### src/design/gpd_pkg.sv
package gpd_pkg;

    localparam int PAYLOAD_SIZE = 64;
    localparam int IDX_W        = $clog2(PAYLOAD_SIZE);
    localparam int LEN_W        = $clog2(PAYLOAD_SIZE + 1);
    localparam int QUEUE_DEPTH  = 4;
    localparam int QPTR_W       = $clog2(QUEUE_DEPTH);
    localparam int QCNT_W       = $clog2(QUEUE_DEPTH + 1);

    localparam logic [6:0]  SYNC_CODE    = 7'h10;
    localparam logic [6:0]  SIZE_CONTROL = 7'd9;
    localparam logic [6:0]  SIZE_DATA    = 7'd2;
    localparam logic [15:0] CHECK_MAGIC  = 16'haaaa;
    localparam logic [15:0] SUM_INIT     = 16'hffff;
    localparam logic [7:0]  CTRL_MARK    = 8'h80;

    localparam logic [2:0] EV_PAYLOAD  = 3'd0;
    localparam logic [2:0] EV_CONTROL  = 3'd1;
    localparam logic [2:0] EV_DATA_OK  = 3'd2;
    localparam logic [2:0] EV_HDR_ERR  = 3'd3;
    localparam logic [2:0] EV_BAD_SIZE = 3'd4;
    localparam logic [2:0] EV_CSUM_ERR = 3'd5;
    localparam logic [2:0] EV_BAD_LEN  = 3'd6;

    typedef struct packed {
        logic [2:0]       ev;
        logic [7:0]       pbyte;
        logic [IDX_W-1:0] index;
        logic [4:0]       ptype;
        logic [2:0]       arg;
        logic [2:0]       seq;
        logic [LEN_W-1:0] len;
    } res_t;

    // one queue entry: the results caused by one received byte
    typedef struct packed {
        logic two;
        res_t r0;
        res_t r1;
    } entry_t;

    typedef struct packed {
        logic full;
        logic empty;
    } q_stat_t;

endpackage

### src/design/gpd_front.sv
module gpd_front
    import gpd_pkg::*;
(
    input  logic       clk,
    input  logic       rst_n,
    input  logic       accept,
    input  logic [7:0] rx_byte,
    output logic       push,
    output entry_t     push_entry
);

    typedef enum logic [1:0] {
        PH_HUNT = 2'd0,
        PH_HDR  = 2'd1,
        PH_DATA = 2'd2
    } phase_t;

    phase_t           phase_reg, phase_next;
    logic [2:0]       hdr_count_reg, hdr_count_next;
    logic [7:0]       hdr_xor_reg, hdr_xor_next;
    logic [6:0]       size_reg, size_next;
    logic [15:0]      check_reg, check_next;
    logic [7:0]       ctrl_reg, ctrl_next;
    logic [15:0]      target_reg, target_next;
    logic [IDX_W-1:0] count_reg, count_next;
    logic [15:0]      sum_low_reg, sum_low_next;
    logic [15:0]      sum_high_reg, sum_high_next;
    logic [7:0]       prefix_reg, prefix_next;

    logic [15:0] rot;
    logic [15:0] added;
    logic [15:0] weight;
    logic [15:0] high_upd;
    logic [15:0] low_upd;
    logic        shortp;
    logic [7:0]  xor_new;
    logic [7:0]  short_len;
    res_t        res_a;
    res_t        res_b;

    // running g checksum step
    always_comb
    begin
        rot      = {sum_low_reg[14:0], sum_low_reg[15]};
        added    = rot + {8'd0, rx_byte};
        weight   = 16'(PAYLOAD_SIZE) - {{(16-IDX_W){1'b0}}, count_reg};
        high_upd = sum_high_reg + (added ^ weight);
        low_upd  = (added <= rot) ? (added ^ high_upd) : added;
    end

    always_comb
    begin
        phase_next     = phase_reg;
        hdr_count_next = hdr_count_reg;
        hdr_xor_next   = hdr_xor_reg;
        size_next      = size_reg;
        check_next     = check_reg;
        ctrl_next      = ctrl_reg;
        target_next    = target_reg;
        count_next     = count_reg;
        sum_low_next   = sum_low_reg;
        sum_high_next  = sum_high_reg;
        prefix_next    = prefix_reg;
        push           = 1'b0;
        res_a          = '0;
        res_b          = '0;
        push_entry     = '0;
        shortp         = ctrl_reg[6];
        xor_new        = hdr_xor_reg ^ rx_byte;
        short_len      = 8'(PAYLOAD_SIZE) - prefix_reg;

        if (accept)
        begin
            case (phase_reg)
                PH_HDR:
                begin
                    hdr_xor_next   = xor_new;
                    hdr_count_next = hdr_count_reg + 3'd1;
                    case (hdr_count_reg)
                        3'd0:    size_next = rx_byte[6:0];
                        3'd1:    check_next[7:0] = rx_byte;
                        3'd2:    check_next[15:8] = rx_byte;
                        3'd3:    ctrl_next = rx_byte;
                        default: ;
                    endcase
                    if (hdr_count_reg == 3'd4)
                    begin
                        phase_next     = PH_HUNT;
                        hdr_count_next = 3'd0;
                        push           = 1'b1;
                        if (xor_new != 8'd0)
                        begin
                            res_a.ev = EV_HDR_ERR;
                        end
                        else if (size_reg == SIZE_CONTROL)
                        begin
                            res_a.ev    = EV_CONTROL;
                            res_a.ptype = ctrl_reg[7:3];
                            res_a.arg   = ctrl_reg[2:0];
                        end
                        else if (size_reg == SIZE_DATA)
                        begin
                            push          = 1'b0;
                            phase_next    = PH_DATA;
                            count_next    = '0;
                            sum_low_next  = SUM_INIT;
                            sum_high_next = 16'd0;
                            prefix_next   = 8'd0;
                            // final sum must equal this for a good packet
                            target_next   = (CHECK_MAGIC - check_reg)
                                            ^ {8'd0, ctrl_reg | CTRL_MARK};
                        end
                        else
                        begin
                            res_a.ev = EV_BAD_SIZE;
                        end
                    end
                end
                PH_DATA:
                begin
                    sum_low_next  = low_upd;
                    sum_high_next = high_upd;
                    count_next    = count_reg + 1'b1;
                    if (count_reg == '0)
                    begin
                        prefix_next = rx_byte;
                    end
                    res_a.ev    = EV_PAYLOAD;
                    res_a.pbyte = rx_byte;
                    res_a.index = shortp ? (count_reg - 1'b1) : count_reg;
                    push        = !(shortp && count_reg == '0);
                    if (count_reg == IDX_W'(PAYLOAD_SIZE - 1))
                    begin
                        phase_next = PH_HUNT;
                        count_next = '0;
                        res_b.arg  = ctrl_reg[2:0];
                        res_b.seq  = ctrl_reg[5:3];
                        if (low_upd != target_reg)
                        begin
                            res_b.ev = EV_CSUM_ERR;
                        end
                        else if (shortp && prefix_reg > 8'(PAYLOAD_SIZE))
                        begin
                            res_b.ev = EV_BAD_LEN;
                        end
                        else
                        begin
                            res_b.ev  = EV_DATA_OK;
                            res_b.len = shortp ? LEN_W'(short_len)
                                               : LEN_W'(PAYLOAD_SIZE);
                        end
                        push_entry.two = 1'b1;
                    end
                end
                default:
                begin
                    phase_next = PH_HUNT;
                    if (rx_byte[6:0] == SYNC_CODE)
                    begin
                        phase_next     = PH_HDR;
                        hdr_count_next = 3'd0;
                        hdr_xor_next   = 8'd0;
                    end
                end
            endcase
        end
        push_entry.r0 = res_a;
        push_entry.r1 = res_b;
    end

    always_ff @(posedge clk or negedge rst_n)
    begin
        if (!rst_n)
        begin
            phase_reg     <= PH_HUNT;
            hdr_count_reg <= 3'd0;
            hdr_xor_reg   <= 8'd0;
            size_reg      <= 7'd0;
            check_reg     <= 16'd0;
            ctrl_reg      <= 8'd0;
            target_reg    <= 16'd0;
            count_reg     <= '0;
            sum_low_reg   <= SUM_INIT;
            sum_high_reg  <= 16'd0;
            prefix_reg    <= 8'd0;
        end
        else
        begin
            phase_reg     <= phase_next;
            hdr_count_reg <= hdr_count_next;
            hdr_xor_reg   <= hdr_xor_next;
            size_reg      <= size_next;
            check_reg     <= check_next;
            ctrl_reg      <= ctrl_next;
            target_reg    <= target_next;
            count_reg     <= count_next;
            sum_low_reg   <= sum_low_next;
            sum_high_reg  <= sum_high_next;
            prefix_reg    <= prefix_next;
        end
    end

endmodule

### src/design/gpd_queue.sv
module gpd_queue
    import gpd_pkg::*;
(
    input  logic    clk,
    input  logic    rst_n,
    input  logic    push,
    input  entry_t  push_entry,
    input  logic    pop,
    output entry_t  head,
    output q_stat_t stat
);

    entry_t              mem [QUEUE_DEPTH];
    logic [QPTR_W-1:0]   wr_ptr_reg;
    logic [QPTR_W-1:0]   rd_ptr_reg;
    logic [QCNT_W-1:0]   count_reg;

    assign head       = mem[rd_ptr_reg];
    assign stat.full  = (count_reg == QCNT_W'(QUEUE_DEPTH));
    assign stat.empty = (count_reg == '0);

    always_ff @(posedge clk)
    begin
        if (push)
        begin
            mem[wr_ptr_reg] <= push_entry;
        end
    end

    always_ff @(posedge clk or negedge rst_n)
    begin
        if (!rst_n)
        begin
            wr_ptr_reg <= '0;
            rd_ptr_reg <= '0;
            count_reg  <= '0;
        end
        else
        begin
            if (push)
            begin
                wr_ptr_reg <= wr_ptr_reg + 1'b1;
            end
            if (pop)
            begin
                rd_ptr_reg <= rd_ptr_reg + 1'b1;
            end
            if (push && !pop)
            begin
                count_reg <= count_reg + 1'b1;
            end
            else if (pop && !push)
            begin
                count_reg <= count_reg - 1'b1;
            end
        end
    end

endmodule

### src/design/gpd_back.sv
module gpd_back
    import gpd_pkg::*;
(
    input  logic    clk,
    input  logic    rst_n,
    input  entry_t  head,
    input  q_stat_t stat,
    output logic    pop,
    input  logic    res_stall,
    output logic    res_valid,
    output res_t    res,
    output logic    res_last
);

    logic out_valid_reg;
    res_t out_res_reg;
    logic out_last_reg;
    logic hold_valid_reg;
    res_t hold_res_reg;
    logic advance;

    assign advance   = !out_valid_reg || !res_stall;
    assign pop       = advance && !hold_valid_reg && !stat.empty;
    assign res_valid = out_valid_reg;
    assign res       = out_res_reg;
    assign res_last  = out_last_reg;

    always_ff @(posedge clk or negedge rst_n)
    begin
        if (!rst_n)
        begin
            out_valid_reg  <= 1'b0;
            hold_valid_reg <= 1'b0;
            out_res_reg    <= '0;
            out_last_reg   <= 1'b0;
            hold_res_reg   <= '0;
        end
        else if (advance)
        begin
            if (hold_valid_reg)
            begin
                // second result of the same item
                out_valid_reg  <= 1'b1;
                out_res_reg    <= hold_res_reg;
                out_last_reg   <= 1'b1;
                hold_valid_reg <= 1'b0;
            end
            else if (!stat.empty)
            begin
                out_valid_reg  <= 1'b1;
                out_res_reg    <= head.r0;
                out_last_reg   <= !head.two;
                hold_valid_reg <= head.two;
                hold_res_reg   <= head.r1;
            end
            else
            begin
                out_valid_reg <= 1'b0;
            end
        end
    end

endmodule

### src/design/g_protocol_packet_deframer_top.sv
// g-protocol receive deframer: takes one serial byte per item on the rx channel,
// hunts for the sync byte, checks the five-byte header and then streams out the
// payload bytes of a data packet (short-packet prefix dropped) followed by a
// verdict, or reports a control packet, a header error or an unsupported size.
// a new byte is taken every cycle; the front end classifies it and updates the
// 16-bit running checksum in that same cycle, so rx_stall rises only when the
// four-entry queue to the output side is full. results leave one per cycle, while
// res_stall is low, from the output register, so the byte that closes a data
// packet, which yields both its payload byte and the verdict, sends two results
// through the output register; the queue soaks that up, and with no stall a full
// 64-byte data packet still passes at one byte a cycle. the first result of a
// byte is written into the queue and then moves into the output register.
// last marks the final result caused by one input byte.
module g_protocol_packet_deframer_top
    import gpd_pkg::*;
(
    input  logic             clk,
    input  logic             rst_n,
    input  logic             rx_valid,
    output logic             rx_stall,
    input  logic [7:0]       rx_byte,
    output logic             res_valid,
    input  logic             res_stall,
    output logic [2:0]       event_res,
    output logic [7:0]       payload_byte,
    output logic [IDX_W-1:0] byte_index,
    output logic [4:0]       packet_type,
    output logic [2:0]       argument,
    output logic [2:0]       seq_number,
    output logic [LEN_W-1:0] length,
    output logic             last
);

    logic    accept;
    logic    push;
    entry_t  push_entry;
    logic    pop;
    entry_t  head;
    q_stat_t q_stat;
    res_t    res;

    // front end is stalled only by a full queue
    assign rx_stall = q_stat.full;
    assign accept   = rx_valid && !rx_stall;

    gpd_front u_front (
        .clk        (clk),
        .rst_n      (rst_n),
        .accept     (accept),
        .rx_byte    (rx_byte),
        .push       (push),
        .push_entry (push_entry)
    );

    // per-byte result entries between the classifier and the output side
    gpd_queue u_queue (
        .clk        (clk),
        .rst_n      (rst_n),
        .push       (push),
        .push_entry (push_entry),
        .pop        (pop),
        .head       (head),
        .stat       (q_stat)
    );

    gpd_back u_back (
        .clk       (clk),
        .rst_n     (rst_n),
        .head      (head),
        .stat      (q_stat),
        .pop       (pop),
        .res_stall (res_stall),
        .res_valid (res_valid),
        .res       (res),
        .res_last  (last)
    );

    assign event_res    = res.ev;
    assign payload_byte = res.pbyte;
    assign byte_index   = res.index;
    assign packet_type  = res.ptype;
    assign argument     = res.arg;
    assign seq_number   = res.seq;
    assign length       = res.len;

    // every verdict or report closes the results of its byte
    a_verdict_last: assert property (@(posedge clk) disable iff (!rst_n)
        res_valid && event_res != EV_PAYLOAD |-> last)
        else $error("verdict without last");

    // payload value only travels with a payload event
    a_payload_zero: assert property (@(posedge clk) disable iff (!rst_n)
        res_valid && event_res != EV_PAYLOAD |-> payload_byte == 8'd0)
        else $error("payload byte on non-payload event");

    // queue never written while full
    a_no_overflow: assert property (@(posedge clk) disable iff (!rst_n)
        q_stat.full |-> !push)
        else $error("queue overflow");

    // a pop only happens on a non-empty queue
    a_no_underflow: assert property (@(posedge clk) disable iff (!rst_n)
        pop |-> !q_stat.empty)
        else $error("queue underflow");

endmodule

### config.mk
export PLATFORM = sky130hd
export DESIGN_NAME = g_protocol_packet_deframer_top
export DESIGN_NICKNAME = d
export VERILOG_FILES = /design/src/design/gpd_pkg.sv /design/src/design/gpd_front.sv /design/src/design/gpd_queue.sv /design/src/design/gpd_back.sv /design/src/design/g_protocol_packet_deframer_top.sv
export SDC_FILE = /design/constraint.sdc
export NUM_CORES = 1
export LEC_CHECK = 0
export BUFFER_PORTS_ARGS = -buffer_cell sky130_fd_sc_hd__buf_2
export CORE_ASPECT_RATIO = 1.4
export CORE_MARGIN = 10
export CORE_UTILIZATION = 28
export DETAILED_ROUTE_END_ITERATION = 12
export GPL_TIMING_DRIVEN = 1
export HOLD_SLACK_MARGIN = 0.1
export MAX_ROUTING_LAYER = met4
export SYNTH_ARGS = -nofsm -noshare
export SYNTH_HDL_FRONTEND = slang
export SYNTH_SLANG_ARGS = --single-unit
### constraint.sdc
create_clock -name clk -period 8.67 [get_ports clk]
set_input_delay 0.867 -clock clk [delete_from_list [all_inputs] [get_ports clk]]
set_output_delay 0.867 -clock clk [all_outputs]
set_load 0.05 [all_outputs]
# After elaboration in Yosys (flattened, before gate mapping)

Memories as Yosys holds them, arrays and structs flattened.
Index checks and enable logic that the tools add are counted.

Register bits: 186
Bits in latches: 0
Memory bits (writable): 168
Bits in read-only memories: 0
Output and inout bits: 38
Logic and storage cells: 189
Memories kept: 1

$add $sub $neg: 12
Multiply operators: 0
Div/mod/pow operators: 0
Order comparisons: 2
Eq/ne operators: 19
Shift operators: 0
Mux-type cells: 79
Bitwise operators: 9
Reductions and logical operators: 35

Memories:

| memory      | words | width | rd ports | clocked after memory_dff | write ports | RTL line        | text |
|---|---|---|---|---|---|---|---|
| u_queue.mem | 4     | 42    | 1        | 0                        | 1           | gpd_queue.sv:13 | `entry_t mem [QUEUE_DEPTH];` |

Operators by type and width:

| cell                     | number |
|---|---|
| $mux W16                 | 9 |
| $mux W8                  | 10 |
| $mux W35                 | 2 |
| $pmux W16 S2             | 2 |
| $mux W3                  | 14 |
| $mux W13                 | 3 |
| $mux W6                  | 6 |
| $pmux W8 S2              | 2 |
| $xor A16 B16 Y16         | 2 |
| $mux W25                 | 1 |
| $mux W7                  | 3 |
| $reduce_and A3 Y1        | 7 |
| $mux W1                  | 17 |
| $add A16 B16 Y16         | 1 |
| $add A16 B8 Y16          | 1 |
| $le A16 B16 Y1           | 1 |
| $ne A16 B16 Y1           | 1 |
| $sub A16 B16 Y16 const A | 1 |
| $xor A16 B8 Y16          | 1 |
| $mux W14                 | 1 |
| $pmux W6 S2              | 1 |
| $reduce_and A6 Y1        | 2 |
| $mux W2                  | 5 |
| $logic_not A1 Y1         | 9 |
| 32 further kinds         | 54 |

# Depth between registers and ports, before layout

Gate-level depths: netlist of the first run.

Word-level depth: 11
Gate-level depth with buffers: 23
Depth with buffers taken out: 22

# Cells and area by module

From an unflattened synthesis of the first run, not the netlist that was laid out.

Cell total of the unflattened synthesis: 1570
Area, all modules: 22421.5 um2

By module, submodules not included:

| module                         | instances | cells an instance | area each (um2) | sequential area each (um2) |
|---|---|---|---|---|
| gpd_queue                      | 1         | 405               | 10712.8         | 8703.3 |
| gpd_front                      | 1         | 967               | 8420.6          | 2672.6 |
| gpd_back                       | 1         | 197               | 3274.4          | 1826.8 |
| g_protocol_packet_deframer_top | 1         | 1                 | 13.8            | 0.0 |

# Least setup slack after synthesis of the first run

Ideal clock, no wire load.

Kind: in2reg
Start: input port rx_byte[0]
End: memory u_queue.mem[0][2] (netlist bit), data pin
Library setup time: 0.149 ns
Arrival: 5.514 ns
Slack: 3.007 ns
Cell stages on the path: 21
Buffers on the path: 0
Cells stage by stage: ha_1 fa_1 a211oi_2 nor2_2 o21ai_0 nand2b_1 a21oi_1 inv_1 ha_1 inv_1 ha_1 nand4_1 a21oi_2 o41ai_2 xnor2_2 nor3_1 or4_4 nor4_2 nand4_1 nor4b_4 and4_1

RTL lines:

| item            | RTL line                             | text |
|---|---|---|
| start, declared | g_protocol_packet_deframer_top.sv:21 | `input logic [7:0] rx_byte,` |
| end, declared   | gpd_queue.sv:13                      |  |

==> out/qor.yml, run 1 <==
clock_tree:
  postCtsHoldBufs: 0
  clk_path_buf_depth: 3
  clk_latency_ns: 0.58
  cts_resized: 0
  clk_pin_slew_ns: 0.07
  postCtsSetupRepairBufs: 0
  numCtsBuffers: 31
  cts_tree: "built"
  h-tree-depth: 1
  cts_root_buffer: "clkbuf_16"
  numClockSinks: 335
drt:
  drtPass1Iterations: 5
  via_count: 10626
  drtIter0Drc: 639
  drc_errors: 0
  wirelength_um: 40250
  antenna_left: 0
  vias_per_cell: 4.865
  wire_per_inst_um: 18.43
timing:
  rsz0062_at_grt: "no"
  slew_viol_final: 0
  fmax_ghz: 0.1573
  timing.slew.headroom_pct: 22.30
  fin_skew_ns: 0.01969
  setup_viol: 0
  min_period_ns: 6.359
  fin_ws_ns: 2.311
  finalSetupTns_ns: 0
  tightest_slew_ns: 1.153
  hold_viol_final: 0
  post-route-period-util_pct: 73.35
pwr:
  ir_drop_uv: 140.7
  power.leakage_uw: 0.007314
  fin_total_pwr_uw: 3150
  pwr_density_cell_nw_per_um2: 168.0
min_path:
  min_path_type: "in2async"
floorplanning:
  die_area_um2: 69790
  num_rows: 105
  die_h_um: 308.6
  io_pins: 50
  initial_core_util_pct: 28.37
  core_area_um2: 58730
  die_x_um: 226.2
global_route:
  grt_overflow_total: 0
  grt_usage_pct: 11.73
  grt_antenna_before_repair: 7
  grt_max_degree: 68
  grt_pass1_vias: 11023
  grt_pass1_wl_um: 63050
worst_setup_path:
  critPathLaunchType: "input port"
  reg2reg_setup_slack_ns: 2.47
  crit_path_max_fanout: 12
  critPathCaptureType: "flop"
  arrival_ns: 6.77
  crit_required_ns: 9.08
  r2r_start: "u_front.sum_low_reg[15]"
  reg2reg_depth: 21
  crit_type: "in2reg"
  r2r-end: "u_queue.mem[1][3]"
logic_synthesis:
  synth.area.top_cells: "edfxtp_1 (30%), dfrtp_1 (23%), mux4_2 (5.7%), xnor2_1 (4.2%), ha_1 (4.0%)"
  ys.flop_type: "edfxtp_1"
  yosysWarnings: 0
  synth-seq-cells: 335
  ys_types: 89
  async_flop_share_pct: 49.85
  syn_area_um2: 16660
  yosys.area.top_type_share_pct: 30.28
  synth_top_area_cell: "edfxtp_1"
  ys_seq_area_share_pct: 55.49
  avgSynthCellArea_um2: 12.17
  netlist_instances: 1369
  synth_edf_count: 168
  syn-num-nets: 1437
layout:
  regMostFlops: "u_queue.mem"
  largest_register_ffs: 168
  area_growth_pct: 12.52
  fin_nets: 1471
  final_util_pct: 31.92
  drive_above_1_share_pct: 17.86
status:
  outcome: "completed"
placement:
  globalplace.congestion: 0.8780
  hpwl_um: 27920
  portBuffers: 49
  place_ws_ns: 1.785
job:
  maxCapViolCount: 0
==> Yosys cell counts (all sizes together) (10+ instances only) <==
library cell	number
nand2	158
xnor2	83
edfxtp	168
a22o	29
nor3	32
o21ai	92
dfstp	16
a21o	12
a21oi	55
inv	51
nor2	46
nand3	34
ha	53
xor2	27
and3	14
mux4	42
mux2	34
nand4	10
o21a	17
nor2b	19
dfrtp	151
clkbuf	55
and2	34
nand2b	17
==> logic make-up after synthesis <==
family          Yosys count  share of synthesized area (%)
buf+inv                 116                          2.779
xor+xnor                111                          6.106
simple gates            410                          12.61
compound gates          256                          10.16
mux                      85                          8.517
fa+ha+maj                56                          4.341
flops                   335                          55.49
==> cell type report <==
class	instances	area [um^2]
fill	5808	39980
sequential	335	9246
multi-input combinational	918	6969
tap	749	937.1
clock buffer	38	812.0
timing repair buffer	65	371.6
clock inverter	20	196.4
inverter	52	195.2
antenna	7	17.52
==> cell usage in the layout (no fill, tap or decap), types with 10 or more instances in the layout <==
cell	netlist	layout
edfxtp_1	168	168
nand2_1	157	157
dfrtp_1	151	149
o21ai_0	85	85
xnor2_1	80	80
ha_1	53	53
a21oi_1	51	51
inv_1	50	50
buf_2	1	48
nor2_1	43	43
mux4_2	42	42
nand3_1	34	34
mux2_2	34	34
nor3_1	31	31
clkbuf_16	0	31
a22o_1	29	29
and2_1	32	28
xor2_1	26	26
nor2b_1	18	18
nand2b_1	17	17
o21a_1	16	16
buf_4	0	16
dfstp_2	16	16
and3_1	14	14
a21o_1	12	12
nand4_1	10	10
==> routing by layer <==
| layer | global-route usage [%] | routed length, um | up-vias |
|---|---|---|---|
| li1 | - | - | 5040 |
| met1 | 12.99 | 16330 | 5309 |
| met2 | 20.69 | 20580 | 205 |
| met3 | 1.743 | 1766 | 72 |
| met4 | 4.893 | 1578 | 0 |
| met5 | - | 0 | - |
==> worst max path at each step <==
stage / startpoint / slack (ns) / end
floorplan: rx_byte[0] / 3.01 / u_queue.mem[0][2]
global placement: rx_byte[0] / 1.84 / u_queue.mem[0][3]
detailed placement: rx_byte[0] / 1.78 / u_queue.mem[3][3]
CTS: rx_byte[0] / 2.37 / u_queue.mem[0][3]
global route: rx_byte[0] / 1.99 / u_queue.mem[1][15]
finish: rx_byte[0] / 2.31 / u_queue.mem[1][3]
==> power breakdown <==
group | switching (uW) | internal, uW | total, uW
Combinational | 72.8 | 37.9 | 111
Clock | 606 | 759 | 1360
Sequential | 7.42 | 1670 | 1670
Total | 686 | 2460 | 3150
==> critical path, stage by stage <==
cell,delay [ns]
buf_2,0.20
ha_1,0.28
fa_1,0.48
a211oi_2,0.23
nor2_2,0.10
o21ai_0,0.16
nand2b_1,0.07
a21oi_1,0.29
inv_1,0.11
ha_1,0.41
inv_1,0.14
ha_1,0.40
nand4_1,0.18
a21oi_2,0.07
o41ai_2,0.39
xnor2_2,0.23
nor3_1,0.08
or4_4,0.54
nor4_2,0.22
nand4_1,0.19
nor4b_4,0.73
and4_1,0.38
==> per-stage QoR <==
stage,cell area [um^2],hold WS [ns],cells
floorplan,16660,0.4454,1369
global placement,17720,0.4581,2119
detailed placement,17720,0.4639,2119
CTS,18730,0.2714,2177
global route,18740,0.2885,2183
finish,18750,0.2628,2184
(Power assumes the default switching activity.)
==> run 2: changes to the inputs <==
Clock period 8.67 ns to 6.2 ns, I/O delays scaled along.
==> run 2 against run 1 <==
Against the previous run: clock skew up 0.017 ns; sequential share of layout area down 0.83 points; register-to-register slack worse by 2.0 ns; critical endpoint is now u_queue.mem[1][15].
==> out/qor.yml, run 2 (synthesized netlist as in run 1, its figures left out) <==
status:
  outcome: "completed"  # unchanged
worst_setup_path:
  critPathLaunchType: "flop"  # was input port
  crit_required_ns: 6.46  # was 9.08 ns
  path_buf_inv: 3  # unchanged
  crit_path_max_fanout: 5  # was 12
  slowest_stage: "or4_4"  # was nor4b_4
  crit_type: "reg2reg"  # was in2reg
  crit_top_cell: "ha_1"  # unchanged
  crit_chain: "ha_1 -> fa_1 -> a211oi_2 -> nor2_2 -> o21ai_0 -> nand2b_1 -> a21oi_1 -> inv_1 -> ha_1 -> inv_1 -> ha_1 -> nand4_1 -> a21oi_2 -> o41ai_2 -> xnor2_2 -> nor3_1 -> or4_4 -> nor4_2 -> nand4_1 -> nor4b_1 -> buf_4 -> a21boi_0"  # was buf_2 -> ha_1 -> fa_1 -> a211oi_2 -> nor2_2 -> o21ai_0 -> nand2b_1 -> a21oi_1 -> inv_1 -> ha_1 -> inv_1 -> ha_1 -> nand4_1 -> a21oi_2 -> o41ai_2 -> xnor2_2 -> nor3_1 -> or4_4 -> nor4_2 -> nand4_1 -> nor4b_4 -> and4_1
  max_stage_delay_ns: 0.54  # was 0.73 ns
  critPathCaptureType: "flop"  # unchanged
  arrival_ns: 5.99  # was 6.77 ns
  cp_top_family: "simple AND/OR/NAND/NOR gates"  # unchanged
timing:
  rsz0062_at_grt: "no"  # unchanged
  fin_skew_ns: 0.03624  # was 0.01969 ns
  finalSetupTns_ns: 0  # unchanged
  post-route-period-util_pct: 92.46
  hold_viol_final: 0  # unchanged
  slew_viol_final: 0  # unchanged
  timing.slew.headroom_pct: 17.48  # was 22.30%
  setup_viol: 0  # unchanged
  fmax_ghz: 0.1745
  fin_ws_ns: 0.4677  # was 2.311 ns
  min_period_ns: 5.732
  tightest_slew_ns: 1.225  # was 1.153 ns
layout:
  multi_input_area_um2: 6969  # unchanged
  final-seq-area_um2: 9246  # unchanged
  drive_above_1_share_pct: 19.34  # was 17.86%
  area_growth_pct: 14.44  # was 12.52%
  fin_nets: 1500  # was 1471
  layout_commonest_cell: "edfxtp_1"  # unchanged
  layout_common_cells: "edfxtp_1 (168), nand2_1 (157), dfrtp_1 (149)"  # unchanged
  regMostFlops: "u_queue.mem"  # unchanged
  fillers: 5755  # was 5808
  largest_register_ffs: 168  # unchanged
pwr:
  power.leakage_uw: 0.007669  # was 0.007314 uW
  ir_drop_uv: 161.1  # was 140.7 uV
  pwr_density_cell_nw_per_um2: 247.3  # was 168.0 nW/um^2
placement:
  hpwl_um: 29430  # was 27920 um
  globalplace.congestion: 0.9092  # was 0.8780
  portBuffers: 49  # unchanged
  place_ws_ns: 0.1517  # was 1.785 ns
clock_tree:
  h-tree-depth: 2  # was 1
  clk_pin_slew_ns: 0.06  # was 0.07 ns
  clk_latency_ns: 0.56  # was 0.58 ns
  cts_tree: "built"  # unchanged
  postCtsHoldBufs: 0  # unchanged
  numCtsBuffers: 35  # was 31
  cts_root_buffer: "clkbuf_16"  # unchanged
  clk_path_buf_depth: 3  # unchanged
  numClockSinks: 335  # unchanged
  postCtsSetupRepairBufs: 0  # unchanged
  cts_resized: 0  # unchanged
global_route:
  grt_usage_pct: 12.21  # was 11.73%
  grt_pass1_vias: 11176  # was 11023
  grt_overflow_total: 0  # unchanged
  grt_pass1_wl_um: 65410  # was 63050 um
  grt_max_degree: 75  # was 68
  grt_antenna_before_repair: 4  # was 7
floorplanning:
  die_area_um2: 69790  # unchanged
  die_h_um: 308.6  # unchanged
  num_rows: 105  # unchanged
  die_x_um: 226.2  # unchanged
  io_pins: 50  # unchanged
  initial_core_util_pct: 28.37  # unchanged
  core_area_um2: 58730  # unchanged
drt:
  via_count: 10831  # was 10626
  wire_per_inst_um: 18.82  # was 18.43 um
  drtIter0Drc: 727  # was 639
  drtPass1Iterations: 5  # unchanged
  wirelength_um: 41610  # was 40250 um
  drc_errors: 0  # unchanged
  vias_per_cell: 4.899  # was 4.865
  antenna_left: 0  # unchanged
min_path:
  min_path_type: "in2async"  # unchanged
job:
  maxCapViolCount: 0  # unchanged
[run 2: where the power goes]
part | leakage (uW) | internal (uW) | switching [uW] | total, uW
clock | 0.000551 | 1190 | 917 | 2100
sequential | 0.00387 | 2350 | 18.1 | 2360
combinational | 0.00325 | 79.0 | 167 | 246
total | 0.00767 | 3610 | 1100 | 4710
[run 2: worst reg2reg max path, cell delays in order (launching register included)]
cell      delay [ns]
dfstp_2         0.39
ha_1            0.24
fa_1            0.47
a211oi_2        0.22
nor2_2          0.10
o21ai_0         0.18
nand2b_1        0.08
a21oi_1         0.19
inv_1           0.08
ha_1            0.32
inv_1           0.16
ha_1            0.31
nand4_1         0.16
a21oi_2         0.07
o41ai_2         0.38
xnor2_2         0.16
nor3_1          0.07
or4_4           0.54
nor4_2          0.22
nand4_1         0.22
nor4b_1         0.52
buf_4           0.19
a21boi_0        0.14
[run 2: layer usage]
metal / up-vias / track usage (%) / share of wire [%]
met4: 0 / 4.909 / 3.4
met1: 5465 / 13.42 / 41
met3: 70 / 1.762 / 4.0
met2: 199 / 21.81 / 52
met5: - / - / 0
li1: 5097 / - / -
[run 2: path summary, 6_finish.rpt]
path | startpoint | cells past startpoint | slack, ns | endpoint
setup / recovery | u_front.sum_low_reg[15] | 22 | 0.47 | u_queue.mem[1][15]
hold / removal | rst_n | 1 | 0.09 | u_back.hold_res_reg[4]
setup reg to reg | u_front.sum_low_reg[15] | 22 | 0.47 | u_queue.mem[1][15]
hold reg to reg | u_back.res[34] | 2 | 0.47 | u_back.res[34]
max in group asynchronous | rst_n | 2 | 4.77 | u_front.sum_high_reg[9]
min in group clk | res_stall | 3 | 0.35 | u_back.res_valid
[run 2: through the flow]
stage	util [%]	power, uW	instances	hold WS (ns)	instance area (um^2)
6_report	32.47	4714	2211	0.09480	19070
3_3_place_gp	30.51	2653	2144	0.4581	17920
5_1_grt	32.47	4860	2211	0.1360	19070
2_1_floorplan	-	2563	1369	0.3244	16660
4_1_cts	32.45	4759	2207	0.1156	19060
3_5_place_dp	30.51	2658	2144	0.4635	17920
[run 2: area by class of cell]
class / instances / area share [%]
clock inverters: 18 / 0.9581
repair buffers: 90 / 2.999
well taps: 749 / 4.915
multi-input cells: 918 / 36.55
clock buffers: 45 / 5.001
diodes: 4 / 0.05250
inverters: 52 / 1.024
flip-flops and latches: 335 / 48.50
==> run 3: changes to the inputs <==
Settings changed: CORE_UTILIZATION 28 to 45.
==> run 3 against run 2 <==
Against the previous run: register-to-register slack got worse by 0.02 ns; count of clock-buffer cells in the layout grew 2; maximum frequency fell by 0.38%; critical path type unchanged; critical endpoint is now u_queue.mem[0][15].
==> out/qor.yml, run 3 (synthesized netlist as in run 1, its figures left out) <==
floorplanning:
  num_rows: 83  # was 105
  die_h_um: 247.7  # was 308.6 um
  die_x_um: 182.6  # was 226.2 um
  core_area_um2: 36660  # was 58730 um^2
  die_area_um2: 45230  # was 69790 um^2
  io_pins: 50  # unchanged
  initial_core_util_pct: 45.45  # was 28.37%
worst_setup_path:
  arrival_ns: 5.96  # was 5.99 ns
  critPathLaunchType: "flop"  # unchanged
  crit_top_cell: "ha_1"  # unchanged
  r2r-end: "u_queue.mem[0][15]"  # was u_queue.mem[1][15]
  max_stage_delay_ns: 0.54  # about the same
  cp_top_family: "simple AND/OR/NAND/NOR gates"  # unchanged
  path_buf_inv: 2  # was 3
  crit_path_max_fanout: 6  # was 5
  critPathCaptureType: "flop"  # unchanged
  r2r_start: "u_front.sum_low_reg[15]"  # unchanged
  crit_type: "reg2reg"  # unchanged
  reg2reg_depth: 21  # was 22
  crit_chain: "ha_1 -> fa_1 -> a211oi_2 -> nor2_2 -> o21ai_0 -> nand2b_1 -> a21oi_1 -> inv_1 -> ha_1 -> inv_1 -> ha_1 -> nand4_1 -> a21oi_2 -> o41ai_2 -> xnor2_2 -> nor3_1 -> or4_4 -> nor4_2 -> nand4_1 -> nor4b_1 -> a21boi_0"  # was ha_1 -> fa_1 -> a211oi_2 -> nor2_2 -> o21ai_0 -> nand2b_1 -> a21oi_1 -> inv_1 -> ha_1 -> inv_1 -> ha_1 -> nand4_1 -> a21oi_2 -> o41ai_2 -> xnor2_2 -> nor3_1 -> or4_4 -> nor4_2 -> nand4_1 -> nor4b_1 -> buf_4 -> a21boi_0
  reg2reg_setup_slack_ns: 0.45  # was 0.47 ns
  crit_required_ns: 6.41  # was 6.46 ns
  slowest_stage: "or4_4"  # unchanged
min_path:
  hold-path-cell-count: 3
  holdPathEnd: "u_back.res_valid"
  hold_start: "res_stall"
  min_path_type: "in2reg"  # was in2async
global_route:
  grt_max_degree: 64  # was 75
  grt_pass1_vias: 11056  # was 11176
  grt_usage_pct: 18.57  # was 12.21%
  grt_antenna_before_repair: 0  # was 4
  grt_pass1_wl_um: 64080  # was 65410 um
  grt_overflow_total: 0  # unchanged
job:
  maxCapViolCount: 0  # unchanged
timing:
  timing.slew.headroom_pct: 22.55  # was 17.48%
  fin_ws_ns: 0.4460  # was 0.4677 ns
  post-route-period-util_pct: 92.81  # was 92.46%
  fmax_ghz: 0.1738  # was 0.1745 GHz
  fin_skew_ns: 0.01008  # was 0.03624 ns
  fin_worst_hold_slack_ns: 0.3781  # was 0.09480 ns
  rsz0062_at_grt: "no"  # unchanged
  min_period_ns: 5.754  # was 5.732 ns
  slew_viol_final: 0  # unchanged
  setup_viol: 0  # unchanged
  finalSetupTns_ns: 0  # unchanged
  tightest_slew_ns: 1.150  # was 1.225 ns
  hold_viol_final: 0  # unchanged
clock_tree:
  clk_path_buf_depth: 3  # unchanged
  cts_tree: "built"  # unchanged
  cts_resized: 0  # unchanged
  clk_latency_ns: 0.52  # was 0.56 ns
  cts_root_buffer: "clkbuf_16"  # unchanged
  numClockSinks: 335  # unchanged
  clk_pin_slew_ns: 0.06  # about the same
  numCtsBuffers: 35  # unchanged
  h-tree-depth: 2  # unchanged
placement:
  place_area_um2: 17500  # was 17920 um^2
  hpwl_um: 28310  # was 29430 um
  place_ws_ns: 0.1243  # was 0.1517 ns
  portBuffers: 49  # unchanged
  dpl.cell_count: 1855  # was 2144
  globalplace.congestion: 0.9484  # was 0.9092
layout:
  area_growth_pct: 12.09  # was 14.44%
  regMostFlops: "u_queue.mem"  # unchanged
  finalNonFillerCells: 1918  # was 2211
  final_cell_area_um2: 18670  # was 19070 um^2
  multi_input_area_um2: 6969  # unchanged
  fin_nets: 1494  # was 1500
  layout_common_cells: "edfxtp_1 (168), nand2_1 (157), dfrtp_1 (149)"  # unchanged
  layout_commonest_cell: "edfxtp_1"  # unchanged
  fillers: 3221  # was 5755
  largest_register_ffs: 168  # unchanged
  diodes: 0  # was 4
  drive_above_1_share_pct: 19.02  # was 19.34%
  final-seq-area_um2: 9246  # unchanged
pwr:
  swShare_pct: 22.11  # was 23.37%
  p_int_uw: 3708  # was 3612 uW
  p_sw_uw: 1052  # was 1102 uW
  p_comb_share_pct: 5.2  # about the same
  ir_drop_uv: 282.8  # was 161.1 uV
  pwr-share-clk_pct: 45.2  # was 44.6%
  pwr_density_cell_nw_per_um2: 254.9  # was 247.3 nW/um^2
  p_seq_share_pct: 49.7  # was 50.1%
  power.leakage_uw: 0.007641  # was 0.007669 uW
drt:
  drtPass1Iterations: 5  # unchanged
  antenna_left: 0  # unchanged
  via_count: 10752  # was 10831
  drtIter0Drc: 513  # was 727
  vias_per_cell: 5.606  # was 4.899
  drc_errors: 0  # unchanged
  wirelength_um: 40540  # was 41610 um
  wire_per_inst_um: 21.13  # was 18.82 um
status:
  outcome: "completed"  # unchanged
[run 3: worst reg2reg max path: stages (launching register included)]
cell and delay [ns]:
dfstp_2 0.39, ha_1 0.23, fa_1 0.47, a211oi_2 0.22, nor2_2 0.10, o21ai_0 0.15
nand2b_1 0.08, a21oi_1 0.29, inv_1 0.10, ha_1 0.33, inv_1 0.09, ha_1 0.39
nand4_1 0.18, a21oi_2 0.07, o41ai_2 0.39, xnor2_2 0.16, nor3_1 0.07, or4_4 0.54
nor4_2 0.22, nand4_1 0.21, nor4b_1 0.50, a21boi_0 0.27
[run 3: how the worst max path moves through the flow]
stage	startpoint	endpoint	slack [ns]	cells after the start
after floorplan	rx_byte[0]	u_queue.mem[0][2]	0.78	21
after global placement	rx_byte[0]	u_queue.mem[0][15]	0.21	22
after detailed placement	rx_byte[0]	u_queue.mem[3][15]	0.12	22
after CTS	u_front.sum_low_reg[15]	u_queue.mem[1][15]	0.43	21
after global routing	u_front.sum_low_reg[15]	u_queue.mem[2][15]	0.06	21
final	u_front.sum_low_reg[15]	u_queue.mem[0][15]	0.45	21
[run 3: cell type report]
cell class / count / share of cell area [%]
Clock buffer: 47 / 5.039
Clock inverter: 15 / 1.186
Inverter: 52 / 1.045
Multi-Input combinational cell: 918 / 37.32
Sequential cell: 335 / 49.51
Tap cell: 467 / 3.129
Timing Repair Buffer: 84 / 2.767
[run 3: power by group through the flow]
stage	combinational, uW	clock (uW)	sequential (uW)
final	246	2150	2360
after global routing	269	2290	2370
after CTS	250	2200	2360
after detailed placement	249	0	2410
after global placement	247	0	2410
after floorplan	109	0	2450
[run 3: what timing repair did]
action                     4_1_cts  5_1_grt
setup endpoints to repair        0        0
hold buffers                     1        0
buffers inserted                 0        0
hold endpoints to repair         1        0
[run 3: layer usage]
layer,share of wire (%),vias up,GRT usage (%),routed length (um)
met5,0,-,-,0
met4,3.2,0,6.329,1305
met3,3.5,74,2.521,1406
met2,53,199,33.08,21440
met1,40,5394,21.06,16380
li1,-,5085,-,-
[run 3: per-stage QoR]
| stage | total power (uW) | utilization (%) |
|---|---|---|
| after global placement | 2656 | 47.74 |
| after floorplan | 2563 | - |
| after detailed placement | 2658 | 47.74 |
| after CTS | 4820 | 50.94 |
| final | 4760 | 50.94 |
| after global routing | 4926 | 50.94 |
